File: config.mk
export PLATFORM = sky130hd
export DESIGN_NAME = midi_sustain_and_cc_dispatch_top
export DESIGN_NICKNAME = d
export VERILOG_FILES = /design/src/rtl/midi_scd_pkg.sv /design/src/rtl/midi_sustain_and_cc_dispatch_top.sv
export VERILOG_INCLUDE_DIRS = /design/src /design/src/rtl
export SDC_FILE = /design/constraint.sdc
export NUM_CORES = 2
export LEC_CHECK = 0
export ABC_AREA = 1
export BUFFER_PORTS_ARGS = -buffer_cell sky130_fd_sc_hd__buf_2
export CORE_ASPECT_RATIO = 0.6
export CORE_MARGIN = 2
export CORE_UTILIZATION = 55
export DETAILED_ROUTE_END_ITERATION = 12
export GPL_ROUTABILITY_DRIVEN = 0
export PLACE_DENSITY_LB_ADDON = 0.05
export SETUP_SLACK_MARGIN = 0.1
export SKIP_LAST_GASP = 1
export SYNTH_ARGS = -nofsm -noshare
export SYNTH_HDL_FRONTEND = slang
export SYNTH_SLANG_ARGS = --single-unit
File: constraint.sdc
create_clock -name clock -period 4.2 [get_ports clock]
set_input_delay 0.84 -clock clock [delete_from_list [all_inputs] [get_ports clock]]
set_output_delay 0.84 -clock clock [all_outputs]
set_load 0.03 [all_outputs]
File: src/rtl/midi_sustain_and_cc_dispatch_top_assert.svh
// Assertion macros for the MIDI sustain and controller dispatch block.
// Included by the top level; relies on nothing else.
`ifndef MIDI_SUSTAIN_AND_CC_DISPATCH_TOP_ASSERT_SVH
`define MIDI_SUSTAIN_AND_CC_DISPATCH_TOP_ASSERT_SVH

// Same-cycle implication under a synchronous reset.
`define MSCD_ASSERT_SAME(label, clk, rst, ante, cons) \
   label: assert property (@(posedge clk) disable iff (rst) (ante) |-> (cons)) \
      else $error("midi dispatch: same-cycle check failed");

// Next-cycle implication under a synchronous reset.
`define MSCD_ASSERT_NEXT(label, clk, rst, ante, cons) \
   label: assert property (@(posedge clk) disable iff (rst) (ante) |=> (cons)) \
      else $error("midi dispatch: next-cycle check failed");

`endif

File: src/rtl/midi_scd_pkg.sv
// Package for the MIDI sustain and controller dispatch block.
// Holds request and event codes, register indexes, controller numbers, value limits and the sequencer state type.
`default_nettype none
package midi_scd_pkg;

   localparam logic [2:0] REQ_NOTE_ON  = 3'd0;
   localparam logic [2:0] REQ_NOTE_OFF = 3'd1;
   localparam logic [2:0] REQ_BEND     = 3'd2;
   localparam logic [2:0] REQ_CTRL     = 3'd3;
   localparam logic [2:0] REQ_PRESSURE = 3'd4;
   localparam logic [2:0] REQ_LEARN    = 3'd5;
   localparam logic [2:0] REQ_UNMAP    = 3'd6;

   localparam logic [2:0] EV_NOTE_ON  = 3'd0;
   localparam logic [2:0] EV_NOTE_OFF = 3'd1;
   localparam logic [2:0] EV_BEND     = 3'd2;
   localparam logic [2:0] EV_PARAM    = 3'd3;
   localparam logic [2:0] EV_MOD      = 3'd4;
   localparam logic [2:0] EV_TUNE     = 3'd5;
   localparam logic [2:0] EV_TOUCH    = 3'd6;
   localparam logic [2:0] EV_ALL_OFF  = 3'd7;

   localparam logic CSR_LISTEN = 1'b0;
   localparam logic CSR_BEND   = 1'b1;

   localparam logic [6:0] CC_MOD      = 7'd1;
   localparam logic [6:0] CC_P5       = 7'd5;
   localparam logic [6:0] CC_TUNE     = 7'd6;
   localparam logic [6:0] CC_P7       = 7'd7;
   localparam logic [6:0] CC_P16      = 7'd16;
   localparam logic [6:0] CC_P17      = 7'd17;
   localparam logic [6:0] CC_P18      = 7'd18;
   localparam logic [6:0] CC_SUSTAIN  = 7'd64;
   localparam logic [6:0] CC_P71      = 7'd71;
   localparam logic [6:0] CC_P74      = 7'd74;
   localparam logic [6:0] CC_SOUND_OFF = 7'd120;
   localparam logic [6:0] CC_NOTES_OFF = 7'd123;

   localparam logic [6:0] VAL_MAX      = 7'd127;
   localparam logic [6:0] VAL_HALF     = 7'd64;
   localparam logic [4:0] RANGE_MAX    = 5'd24;
   localparam logic signed [14:0] BEND_CENTER = 15'sd8192;

   typedef enum logic [5:0] {
      ST_IDLE  = 6'b000001,
      ST_SCAN  = 6'b000010,
      ST_SHIFT = 6'b000100,
      ST_MAPRD = 6'b001000,
      ST_EMIT  = 6'b010000,
      ST_FLUSH = 6'b100000
   } state_type;

endpackage
`default_nettype wire

File: src/rtl/midi_sustain_and_cc_dispatch_top.sv
// Usage: MIDI channel messages come in on the req_ channel as beats, one beat at a
// time. Each beat yields zero or more result beats on the rsp_ channel; the final one
// of a burst carries rsp_last. req_stall is low only while the sequencer is idle.
// A simple event passes from the pending register into the rsp_ register, and the
// next request is taken once the sequencer is back in idle. A note-on scans the held
// list entry by entry and, when it finds the note, compacts it one moved entry at a
// time. A pedal-down note-off scans the list the same way. Releasing the pedal plays
// out the held list one note at a time, and a mapped controller waits for the map
// memory read. The registered read port of the held-note memory paces the scan,
// compaction and play-out.
// The rsp_ output register holds its beat while rsp_stall is high, and the
// sequencer waits for it. Configuration writes on the csr_ channel are always
// taken and should only be issued while the block is idle.
// Reset clears the pedal, learning, held count and controller map; listen channel
// returns to zero and bend range to two.
// Depends on midi_scd_pkg and the assertion header.
`default_nettype none
`include "midi_sustain_and_cc_dispatch_top_assert.svh"
module midi_sustain_and_cc_dispatch_top #(
   parameter int MAX_HELD   = 64,
   parameter int NUM_PARAMS = 256
) (
   input  wire         clock,
   input  wire         reset,
   input  wire         req_valid,
   output logic        req_stall,
   input  wire  [2:0]  req_type,
   input  wire  [4:0]  req_midi_channel,
   input  wire  [7:0]  req_key,
   input  wire  [13:0] req_data_value,
   output logic        rsp_valid,
   input  wire         rsp_stall,
   output logic [2:0]  rsp_event_kind,
   output logic [7:0]  rsp_event_code,
   output logic signed [18:0] rsp_event_value,
   output logic        rsp_last,
   input  wire         csr_valid,
   output logic        csr_ready,
   input  wire         csr_index,
   input  wire  [4:0]  csr_data
);

   localparam int CNT_W  = $clog2(MAX_HELD + 1);
   localparam int ADDR_W = (MAX_HELD > 1) ? $clog2(MAX_HELD) : 1;

   midi_scd_pkg::state_type state_ff, state_in;

   logic [4:0]  listen_ff, listen_in;
   logic [4:0]  range_ff, range_in;
   logic [CNT_W-1:0] count_ff, count_in;
   logic [CNT_W-1:0] idx_ff, idx_in;
   logic        phase_ff, phase_in;
   logic        pedal_ff, pedal_in;
   logic        learning_ff, learning_in;
   logic [7:0]  target_ff, target_in;
   logic        mode_on_ff, mode_on_in;
   logic        then_mod_ff, then_mod_in;
   logic [6:0]  note_ff, note_in;
   logic [6:0]  val_ff, val_in;
   logic [2:0]  pend_kind_ff, pend_kind_in;
   logic [7:0]  pend_code_ff, pend_code_in;
   logic signed [18:0] pend_value_ff, pend_value_in;
   logic        pend_last_ff, pend_last_in;
   logic        rsp_valid_ff, rsp_valid_in;
   logic [2:0]  rsp_kind_ff, rsp_kind_in;
   logic [7:0]  rsp_code_ff, rsp_code_in;
   logic signed [18:0] rsp_value_ff, rsp_value_in;
   logic        rsp_last_ff, rsp_last_in;
   logic [127:0] map_valid_ff, map_valid_in;

   logic [6:0]  held_mem [MAX_HELD];
   logic [6:0]  held_rd_ff;
   logic        held_we;
   logic [ADDR_W-1:0] held_wa, held_ra;
   logic [6:0]  held_wd;
   logic [7:0]  map_mem [128];
   logic [7:0]  map_rd_ff;
   logic        map_we;

   logic        accept, out_free, filtered;
   logic [6:0]  k7, v7;
   logic [4:0]  range_c;
   logic signed [14:0] bend_off;
   logic signed [20:0] bend_prod;
   logic [CNT_W-1:0] idx_next;

   always_comb begin
      k7       = req_key[6:0];
      v7       = (req_data_value > {7'd0, midi_scd_pkg::VAL_MAX}) ? midi_scd_pkg::VAL_MAX
                                                                  : req_data_value[6:0];
      range_c  = (range_ff > midi_scd_pkg::RANGE_MAX) ? midi_scd_pkg::RANGE_MAX : range_ff;
      bend_off = $signed({1'b0, req_data_value}) - midi_scd_pkg::BEND_CENTER;
      bend_prod = 21'(bend_off) * 21'($signed({1'b0, range_c}));
      filtered = (req_type <= midi_scd_pkg::REQ_PRESSURE) && (listen_ff != 5'd0)
                 && (req_midi_channel != listen_ff);
      accept   = req_valid && !req_stall;
      out_free = !rsp_valid_ff || !rsp_stall;
      idx_next = idx_ff + CNT_W'(1);
   end

   always_comb begin
      state_in      = state_ff;
      listen_in     = listen_ff;
      range_in      = range_ff;
      count_in      = count_ff;
      idx_in        = idx_ff;
      phase_in      = phase_ff;
      pedal_in      = pedal_ff;
      learning_in   = learning_ff;
      target_in     = target_ff;
      mode_on_in    = mode_on_ff;
      then_mod_in   = then_mod_ff;
      note_in       = note_ff;
      val_in        = val_ff;
      pend_kind_in  = pend_kind_ff;
      pend_code_in  = pend_code_ff;
      pend_value_in = pend_value_ff;
      pend_last_in  = pend_last_ff;
      map_valid_in  = map_valid_ff;
      rsp_kind_in   = rsp_kind_ff;
      rsp_code_in   = rsp_code_ff;
      rsp_value_in  = rsp_value_ff;
      rsp_last_in   = rsp_last_ff;
      rsp_valid_in  = rsp_valid_ff && rsp_stall;
      held_we = 1'b0;
      held_wa = idx_ff[ADDR_W-1:0];
      held_wd = note_ff;
      held_ra = idx_ff[ADDR_W-1:0];
      map_we  = 1'b0;

      if (csr_valid) begin
         unique case (csr_index)
            midi_scd_pkg::CSR_LISTEN: listen_in = csr_data;
            midi_scd_pkg::CSR_BEND:   range_in  = csr_data;
            default: ;
         endcase
      end

      unique case (state_ff)
         midi_scd_pkg::ST_IDLE: begin
            if (accept && !filtered) begin
               note_in      = k7;
               val_in       = v7;
               idx_in       = '0;
               phase_in     = 1'b0;
               then_mod_in  = 1'b0;
               pend_code_in = 8'd0;
               pend_last_in = 1'b1;
               pend_value_in = 19'({12'd0, v7});
               unique case (req_type)
                  midi_scd_pkg::REQ_NOTE_ON, midi_scd_pkg::REQ_NOTE_OFF: begin
                     mode_on_in = (req_type == midi_scd_pkg::REQ_NOTE_ON) && (v7 != 7'd0);
                     if (mode_on_in || pedal_ff) begin
                        state_in = midi_scd_pkg::ST_SCAN;
                     end else begin
                        pend_kind_in  = midi_scd_pkg::EV_NOTE_OFF;
                        pend_code_in  = {1'b0, k7};
                        pend_value_in = '0;
                        state_in      = midi_scd_pkg::ST_EMIT;
                     end
                  end
                  midi_scd_pkg::REQ_BEND: begin
                     pend_kind_in  = midi_scd_pkg::EV_BEND;
                     pend_value_in = bend_prod[18:0];
                     state_in      = midi_scd_pkg::ST_EMIT;
                  end
                  midi_scd_pkg::REQ_PRESSURE: begin
                     pend_kind_in = midi_scd_pkg::EV_TOUCH;
                     state_in     = midi_scd_pkg::ST_EMIT;
                  end
                  midi_scd_pkg::REQ_LEARN: begin
                     if ({1'b0, req_key} < 9'(NUM_PARAMS)) begin
                        learning_in = 1'b1;
                        target_in   = req_key;
                     end
                  end
                  midi_scd_pkg::REQ_UNMAP: map_valid_in[k7] = 1'b0;
                  midi_scd_pkg::REQ_CTRL: begin
                     if (learning_ff) begin
                        map_we          = 1'b1;
                        map_valid_in[k7] = 1'b1;
                        learning_in     = 1'b0;
                        target_in       = 8'd0;
                     end else if (map_valid_ff[k7]) begin
                        state_in = midi_scd_pkg::ST_MAPRD;
                     end else begin
                        unique case (k7)
                           midi_scd_pkg::CC_MOD: begin
                              pend_kind_in = midi_scd_pkg::EV_PARAM;
                              pend_code_in = {1'b0, k7};
                              pend_last_in = 1'b0;
                              then_mod_in  = 1'b1;
                              state_in     = midi_scd_pkg::ST_EMIT;
                           end
                           midi_scd_pkg::CC_P5, midi_scd_pkg::CC_P7, midi_scd_pkg::CC_P16,
                           midi_scd_pkg::CC_P17, midi_scd_pkg::CC_P18, midi_scd_pkg::CC_P71,
                           midi_scd_pkg::CC_P74: begin
                              pend_kind_in = midi_scd_pkg::EV_PARAM;
                              pend_code_in = {1'b0, k7};
                              state_in     = midi_scd_pkg::ST_EMIT;
                           end
                           midi_scd_pkg::CC_TUNE: begin
                              pend_kind_in  = midi_scd_pkg::EV_TUNE;
                              pend_value_in = $signed(19'({12'd0, v7})) - 19'sd64;
                              state_in      = midi_scd_pkg::ST_EMIT;
                           end
                           midi_scd_pkg::CC_SUSTAIN: begin
                              pedal_in = (v7 >= midi_scd_pkg::VAL_HALF);
                              if (pedal_ff && !pedal_in && count_ff != '0) begin
                                 state_in = midi_scd_pkg::ST_FLUSH;
                              end
                           end
                           midi_scd_pkg::CC_SOUND_OFF, midi_scd_pkg::CC_NOTES_OFF: begin
                              pend_kind_in  = midi_scd_pkg::EV_ALL_OFF;
                              pend_value_in = '0;
                              count_in      = '0;
                              state_in      = midi_scd_pkg::ST_EMIT;
                           end
                           default: ;
                        endcase
                     end
                  end
                  default: ;
               endcase
            end
         end
         midi_scd_pkg::ST_SCAN: begin
            if (!phase_ff) begin
               if (idx_ff >= count_ff) begin
                  if (mode_on_ff) begin
                     pend_kind_in  = midi_scd_pkg::EV_NOTE_ON;
                     pend_code_in  = {1'b0, note_ff};
                     pend_value_in = 19'({12'd0, val_ff});
                     state_in      = midi_scd_pkg::ST_EMIT;
                  end else if (count_ff < CNT_W'(MAX_HELD)) begin
                     held_we  = 1'b1;
                     count_in = count_ff + CNT_W'(1);
                     state_in = midi_scd_pkg::ST_IDLE;
                  end else begin
                     pend_kind_in  = midi_scd_pkg::EV_NOTE_OFF;
                     pend_code_in  = {1'b0, note_ff};
                     pend_value_in = '0;
                     state_in      = midi_scd_pkg::ST_EMIT;
                  end
               end else begin
                  phase_in = 1'b1;
               end
            end else begin
               phase_in = 1'b0;
               if (held_rd_ff == note_ff) begin
                  state_in = mode_on_ff ? midi_scd_pkg::ST_SHIFT : midi_scd_pkg::ST_IDLE;
               end else begin
                  idx_in = idx_next;
               end
            end
         end
         midi_scd_pkg::ST_SHIFT: begin
            held_ra = idx_next[ADDR_W-1:0];
            if (!phase_ff) begin
               if (idx_next >= count_ff) begin
                  count_in      = count_ff - CNT_W'(1);
                  pend_kind_in  = midi_scd_pkg::EV_NOTE_ON;
                  pend_code_in  = {1'b0, note_ff};
                  pend_value_in = 19'({12'd0, val_ff});
                  state_in      = midi_scd_pkg::ST_EMIT;
               end else begin
                  phase_in = 1'b1;
               end
            end else begin
               held_we  = 1'b1;
               held_wd  = held_rd_ff;
               idx_in   = idx_next;
               phase_in = 1'b0;
            end
         end
         midi_scd_pkg::ST_MAPRD: begin
            pend_kind_in = midi_scd_pkg::EV_PARAM;
            pend_code_in = map_rd_ff;
            state_in     = midi_scd_pkg::ST_EMIT;
         end
         midi_scd_pkg::ST_EMIT: begin
            if (out_free) begin
               rsp_valid_in = 1'b1;
               rsp_kind_in  = pend_kind_ff;
               rsp_code_in  = pend_code_ff;
               rsp_value_in = pend_value_ff;
               rsp_last_in  = pend_last_ff;
               if (then_mod_ff) begin
                  then_mod_in  = 1'b0;
                  pend_kind_in = midi_scd_pkg::EV_MOD;
                  pend_code_in = 8'd0;
                  pend_last_in = 1'b1;
               end else begin
                  state_in = midi_scd_pkg::ST_IDLE;
               end
            end
         end
         midi_scd_pkg::ST_FLUSH: begin
            if (!phase_ff) begin
               phase_in = 1'b1;
            end else if (out_free) begin
               rsp_valid_in = 1'b1;
               rsp_kind_in  = midi_scd_pkg::EV_NOTE_OFF;
               rsp_code_in  = {1'b0, held_rd_ff};
               rsp_value_in = '0;
               rsp_last_in  = (idx_next == count_ff);
               idx_in       = idx_next;
               phase_in     = 1'b0;
               if (idx_next == count_ff) begin
                  count_in = '0;
                  state_in = midi_scd_pkg::ST_IDLE;
               end
            end
         end
         default: state_in = midi_scd_pkg::ST_IDLE;
      endcase
   end

   always_ff @(posedge clock) begin
      if (held_we) begin
         held_mem[held_wa] <= held_wd;
      end
      held_rd_ff <= held_mem[held_ra];
      if (map_we) begin
         map_mem[k7] <= target_ff;
      end
      map_rd_ff <= map_mem[k7];
   end

   always_ff @(posedge clock) begin
      if (reset) begin
         state_ff     <= midi_scd_pkg::ST_IDLE;
         listen_ff    <= 5'd0;
         range_ff     <= 5'd2;
         count_ff     <= '0;
         idx_ff       <= '0;
         phase_ff     <= 1'b0;
         pedal_ff     <= 1'b0;
         learning_ff  <= 1'b0;
         target_ff    <= 8'd0;
         then_mod_ff  <= 1'b0;
         map_valid_ff <= '0;
         rsp_valid_ff <= 1'b0;
      end else begin
         state_ff     <= state_in;
         listen_ff    <= listen_in;
         range_ff     <= range_in;
         count_ff     <= count_in;
         idx_ff       <= idx_in;
         phase_ff     <= phase_in;
         pedal_ff     <= pedal_in;
         learning_ff  <= learning_in;
         target_ff    <= target_in;
         then_mod_ff  <= then_mod_in;
         map_valid_ff <= map_valid_in;
         rsp_valid_ff <= rsp_valid_in;
      end
      mode_on_ff    <= mode_on_in;
      note_ff       <= note_in;
      val_ff        <= val_in;
      pend_kind_ff  <= pend_kind_in;
      pend_code_ff  <= pend_code_in;
      pend_value_ff <= pend_value_in;
      pend_last_ff  <= pend_last_in;
      rsp_kind_ff   <= rsp_kind_in;
      rsp_code_ff   <= rsp_code_in;
      rsp_value_ff  <= rsp_value_in;
      rsp_last_ff   <= rsp_last_in;
   end

   assign req_stall       = (state_ff != midi_scd_pkg::ST_IDLE);
   assign csr_ready       = 1'b1;
   assign rsp_valid       = rsp_valid_ff;
   assign rsp_event_kind  = rsp_kind_ff;
   assign rsp_event_code  = rsp_code_ff;
   assign rsp_event_value = rsp_value_ff;
   assign rsp_last        = rsp_last_ff;

   `MSCD_ASSERT_SAME(a_count_bound, clock, reset, 1'b1, count_ff <= CNT_W'(MAX_HELD))
   `MSCD_ASSERT_SAME(a_flush_nonempty, clock, reset, state_ff == midi_scd_pkg::ST_FLUSH, count_ff != '0 && !pedal_ff)
   `MSCD_ASSERT_NEXT(a_learn_clears, clock, reset, accept && !filtered && req_type == midi_scd_pkg::REQ_CTRL && learning_ff, !learning_ff && map_valid_ff[$past(k7)])
   `MSCD_ASSERT_SAME(a_mod_follows_param, clock, reset, then_mod_ff, state_ff == midi_scd_pkg::ST_EMIT && pend_kind_ff == midi_scd_pkg::EV_PARAM)

endmodule
`default_nettype wire

Yosys cells after proc, flatten, opt, wreduce, memory -nomap -nowiden
Memory sizes are Yosys's and may differ from the RTL's. A register that Yosys moved wholly into a read port is not among the register bits.
Cells that the tools add are included.

storage, ports and cells
  register bits = 248
  bits in latches = 0
  bits in writable memories = 1472
  ROM bits = 0
  bits of input ports = 41
  output and inout bits = 34
  logic and storage cells = 312
  memories = 2

memories
  name      depth  width  read ports  clocked after memory_dff  wr ports  RTL line                                source
  map_mem   128    8      1           1                         1         midi_sustain_and_cc_dispatch_top.sv:76  logic [7:0] map_mem [128];
  held_mem  64     7      1           1                         1         midi_sustain_and_cc_dispatch_top.sv:71  logic [6:0] held_mem [MAX_HELD];

operators by class
  add/sub/neg operators = 5
  multiply operators = 1
  div/mod/pow operators = 0
  $lt $le $gt $ge = 9
  eq/ne operators = 60
  shift-type cells = 0
  muxes and demuxes = 156
  bitwise logic cells = 6
  reductions and logical operators = 50

operator list
  kind                                            count
  case mux 128 bit (2 select lines)               1
  2-to-1 mux 19 bit                               12
  2-to-1 mux 7 bit                                28
  bitwise AND 128 bit                             1
  2-to-1 mux 128 bit                              1
  inverter 128 bit                                1
  OR 128 bit                                      1
  case mux 19 bit (3 select lines)                2
  2-to-1 mux 8 bit                                13
  2-to-1 mux 6 bit                                15
  case mux 19 bit (2 select lines)                2
  case mux 7 bit (4 select lines)                 2
  2-to-1 mux 3 bit                                16
  2-to-1 mux 1 bit                                40
  case mux 8 bit (5 select lines)                 1
  != test 2 bit (second input constant)           19
  case mux 6 bit (6 select lines)                 1
  == test 7 bit (second input constant)           5
  case mux 8 bit (2 select lines)                 2
  AND reduction 14 bit                            2
  == test 7 x 3 -> 1 bit (second input constant)  3
  == test 7 x 5 -> 1 bit (second input constant)  3
  2-to-1 mux 5 bit                                4
  multiplier 15 x 6 -> 19 bit                     1
  62 further kinds                                111

Longest topological paths before layout
  depth in word-level cells = 13
  gate-level depth with buffers = 25
  mapped depth without buffers = 23

Worst setup path after synthesis
Ideal clock, no wire load.

  path type = register to register
  start = reg range_ff[3]
  end = reg pend_value_ff[18] (data pin)
  setup time = 270 ps
  arrival time = 4240 ps
  data required time = 3930 ps
  setup slack = -310 ps
  cell stages (with the launch flop) = 22
  buffers on the path = 2
  period minus slack after synthesis = 4510 ps
  cell sequence = dfxtp_1 -> clkbuf_1 -> nand2_1 -> a21oi_1 -> nor2_1 -> inv_1 -> clkbuf_1 -> nor2_1 -> fa_1 -> inv_1 -> fa_1 -> fa_1 -> inv_1 -> ha_1 -> nand2_1 -> o21ai_0 -> a21oi_1 -> o21ai_0 -> nand3_1 -> and3_1 -> o21ai_0 -> a21oi_1

between the ends
  cells in the longest elaborated chain, start to end = 6

RTL lines
  what                                RTL line                                 source
  start, declared                     midi_sustain_and_cc_dispatch_top.sv:49   logic [4:0] range_ff, range_in;
  start signal, assigned              midi_sustain_and_cc_dispatch_top.sv:347  range_ff <= range_in;
  > comparator 5 bit                  midi_sustain_and_cc_dispatch_top.sv:91   range_c = (range_ff > midi_scd_pkg::RANGE_MAX) ? midi_scd_pkg::RANGE_MAX : range_ff;
  2-to-1 mux 5 bit *                  midi_sustain_and_cc_dispatch_top.sv:91
  multiplier 15 x 6 -> 19 bit *       midi_sustain_and_cc_dispatch_top.sv:93   bend_prod = 21'(bend_off) * 21'($signed({1'b0, range_c}));
  case mux 19 bit (3 select lines) *  midi_sustain_and_cc_dispatch_top.sv:150  unique case (req_type)
  2-to-1 mux 19 bit *                 midi_sustain_and_cc_dispatch_top.sv:141  if (accept && !filtered) begin
  case mux 19 bit (3 select lines) *  midi_sustain_and_cc_dispatch_top.sv:139  unique case (state_ff)
  named net pend_value_in[18]         midi_sustain_and_cc_dispatch_top.sv:62   logic signed [18:0] pend_value_ff, pend_value_in;
  end signal, assigned                midi_sustain_and_cc_dispatch_top.sv:363  pend_value_ff <= pend_value_in;
  end, declared                       midi_sustain_and_cc_dispatch_top.sv:62

The timed path passes the listed nets; every way through them passes the cells marked *. The select of a mux whose other input is x is not followed.
A chain may end at the register's enable or synchronous reset.

Worst setup path after layout
  start = reg range_ff[1]
  end = reg pend_value_ff[18] (data pin)

Same word-level chain as after synthesis.

==> results.md <==
* Mapped Avg Cell Area at around 12 um^2
* CP Class: flop to flop
* GR met2 Demand/Resource at 39.4%
* Sequential area share after synthesis at between 60 and 70%
* Number of antenna violations at the first check in global routing at 5
* # IOs at 75
* HP Class: input pin to flop
* H-tree Lvls at 4
* Fin nets at about 6700
* Final Hold Viols at 0
* DR DRC count at 0
* Gr ovfl total at 0
* Pwr dens at roughly 460 nW/um^2
* FF+latch count, synth at ~1700
* Max Fclk at approximately 0.24 GHz
* Reg2reg path depth at 21
* Final setup fails at 0
* Hold_ws at around 0.33 ns
* Hold Buf Count CTS at 0
* Post-Place Cells at 8146
* Clk buf depth at 3
* Distinct cells, synth at 52
* Largest cells by area after synthesis: edfxtp_1 64%, nand2_1 5.6%, a22oi_1 5.4%
* Cell area after synthesis at 73000 um^2
* Number of flops mapped to enable cells by yosys at 1549
* Top_reg_cell synth: edfxtp_1
* Max_cap viols at 0
* Global route hottest layer: met1
* Comb power frac at approximately an eighth
* Crit end category: flop
* Global-route wire length before repair at 312000 um
* Leak at about 31 nW
* Slew Viols, Final at 0
* Final ANT Viol Nets at 0
* Most common cell in the netlist: edfxtp_1
* Synth top cells by count: 1549 x edfxtp_1, 1085 x nand2_1, 546 x nor2_1
* Synth top area share at between 60% and 70%
* Reg2reg start: range_ff[1]$_SDFFE_PP1P_
* Unrepaired setup endpoints after global routing: yes
* Sequential power share at 50.5%
* Max VDD drop at 0.378 mV
* Clock share of power at 37.0%
* RR Endpoint: pend_value_ff[18]$_DFFE_PP_
* Core footprint at 132000 um^2
* Slew of the pin with the lowest slew margin at roughly 1.2 ns
* Clock root cell: clkbuf_16
* Total CTS buffers at between 150 and 200
* Detailed-router iteration count before antenna repair at 6
* Min cycle time layout at around 4.1 ns
* CP Max Fanout at 8
* Die height at 286 um
* Initial Util at 55.4%
* PortBufs at 73
* Hold Startpoint: csr_data[4]
* Vias in the first global route at between 40000 and 50000
* Hold EP: listen_ff[4]$_SDFFE_PP0P_
* Via density at slightly above 6
* Met1 Use GR at about half
* R2R Setup Slk at about 0.064 ns
* Post-Syn Instances at a little over 6000
* Vias at 51200
* Starting DRT DRC Count at approximately 7300
* Arr. time, crit path at roughly 4.6 ns
* FP Rows at ~100
* Clock tree from TritonCTS: done
* Synth warnings at 0
* Drt total wl at around 210000 um
* Hpwl dp at approximately 130000 um
* Crit path launch type: flop
* Req. time, crit path at 4.71 ns
* Crit share post-route at a little over nine tenths
* Die X at ~470 um
* Total track usage at a little under a third
* Die ar. at 136000 um^2
* Fraction of layout cells with a size suffix above 1 at 13.2%
* FFs w/ async S/R, synth at 0%
* Slew headroom at 21.1%
* Status: complete, no violations
* Number of clock sinks at about 1700
* Hold depth at 3
* Met3 GRT Util at roughly a tenth
* Worst-Skew Late Latency at around 0.80 ns
* NetSw at about 10 mW
* Synthesized Nets at around 6400
* Non-Filler Instances at 8453
* Switching Fraction at between 20% and 30%
* Synth-to-Final Area Change at 14.3%
* Filler instances at between 10000 and 15000
* Drt wl/cell at between 20 and 30 um
* Cell-internal power at about 29 mW
* Clock slew at reported path FFs at roughly 0.070 ns
* Utilization after layout at ~63%
* Largest net degree at the start of global routing at 130
* Cell accounting for the most synthesized area: edfxtp_1
* Clk_skew at 0.0384 ns
layer usage:
| metal | vias up | part of all wire (%) |
|---|---|---|
| li1 | 23000 | - |
| met1 | 25200 | 46 |
| met2 | 2780 | 39 |
| met3 | 268 | 13 |
| met4 | 2 | 1.7 |
| met5 | - | 0.0061 |
placed cells by master, fill, tap and decap left out, drive strengths merged, types with 3 or more instances in the layout:
cell,n
xnor2,13
xor2,12
a21boi,21
a221oi,4
o22ai,3
dfxtp,186
clkinvlp,3
fa,43
buf,514
a31oi,3
or2,3
edfxtp,1549
clkinv,78
nand2,1090
nand3,378
a22oi,520
a211oi,8
bufinv,12
o31ai,15
nor4,27
a21oi,376
nor3,163
ha,54
nand4,19
diode,3
o211ai,115
nor2,555
clkbuf,204
o21ai,237
or3,16
inv,428
critical path, cell delays in order (launching register included):
cell	delay (ns)
dfxtp_2	0.32
nor2_2	0.10
a21oi_2	0.06
nor2_2	0.15
inv_4	0.10
buf_4	0.15
nor2_2	0.09
fa_1	0.46
fa_1	0.56
inv_1	0.05
fa_1	0.48
inv_1	0.06
ha_4	0.30
nand2_1	0.06
inv_1	0.06
a21oi_2	0.06
o21ai_2	0.22
buf_4	0.16
nand3_2	0.06
and3_1	0.15
o21ai_1	0.13
a21oi_1	0.08
through the flow:
stage | area, um^2 | TNS [ns] | setup slack (ns) | total power [mW]
5_1_grt | 83400 | -0.582 | -0.200 | 40.0
3_3_place_gp | 77800 | -2.50 | -0.371 | 24.4
4_1_cts | 83100 | 0 | 0.113 | 38.6
2_1_floorplan | 73000 | -124.39 | -0.278 | 22.6
6_report | 83400 | 0 | 0.0636 | 38.7
3_5_place_dp | 77800 | -2.30 | -0.331 | 24.4
area by class of cell:
cell class / count / area, um^2 / share of cell area (%)
Antenna cell: 3 / 7.51 / 0.00900
Clock buffer: 204 / 4220 / 5.06
Clock inverter: 87 / 813 / 0.975
Inverter: 434 / 1660 / 1.99
Multi-Input combinational cell: 3691 / 20100 / 24.1
Sequential cell: 1735 / 50300 / 60.3
Tap cell: 1785 / 2230 / 2.68
Timing Repair Buffer: 514 / 4100 / 4.92
cell families after synthesis:
logic type / Yosys count / share of synthesized area, %
AND/OR/NAND/NOR: 2256 / 12.9
flip-flops: 1735 / 68.9
AO/OA/AOI/OAI: 1312 / 11.4
buffers and inverters: 794 / 4.45
adder cells (fa/ha/maj): 97 / 2.11
XOR/XNOR: 25 / 0.300
other: 1 / 0.00514
worst max path at each step:
stage | endpoint | from | slack [ns]
floorplan | held_mem[0][0]$_DFFE_PP_ | state_ff[2]$_SDFFE_PP0P_ | -0.28
global placement | pend_value_ff[18]$_DFFE_PP_ | req_data_value[7] | -0.37
detailed placement | pend_value_ff[14]$_DFFE_PP_ | req_data_value[7] | -0.33
CTS | pend_value_ff[18]$_DFFE_PP_ | range_ff[0]$_SDFFE_PP0P_ | 0.11
global route | pend_value_ff[14]$_DFFE_PP_ | range_ff[1]$_SDFFE_PP1P_ | -0.20
finish | pend_value_ff[18]$_DFFE_PP_ | range_ff[1]$_SDFFE_PP1P_ | 0.06
power by group through the flow:
stage	clock network (mW)	logic, mW	registers [mW]
finish	14.3	4.82	19.5
global placement	0	4.47	19.9
detailed placement	0	4.49	19.9
floorplan	0	2.64	19.9
global route	15.2	5.26	19.6
CTS	14.5	4.60	19.5
state kept, by name, indices dropped and copies added (netlist names), 5 cells and up, named ones only:
name	count
map_mem	1024
held_mem	448
pend_value_ff	19
rsp_event_value	19
map_rd_ff	8
pend_code_ff	8
rsp_event_code	8
target_ff	8
count_ff	7
held_rd_ff	7
idx_ff	7
note_ff	7
val_ff	7
state_ff	6
listen_ff	5
range_ff	5
repair_timing:
item,4_1_cts,5_1_grt
pin swaps,22,29
gates resized for setup,52,63
setup endpoints to repair,9,11
setup buffers,2,11
Power figures use the tool's default switching activity.
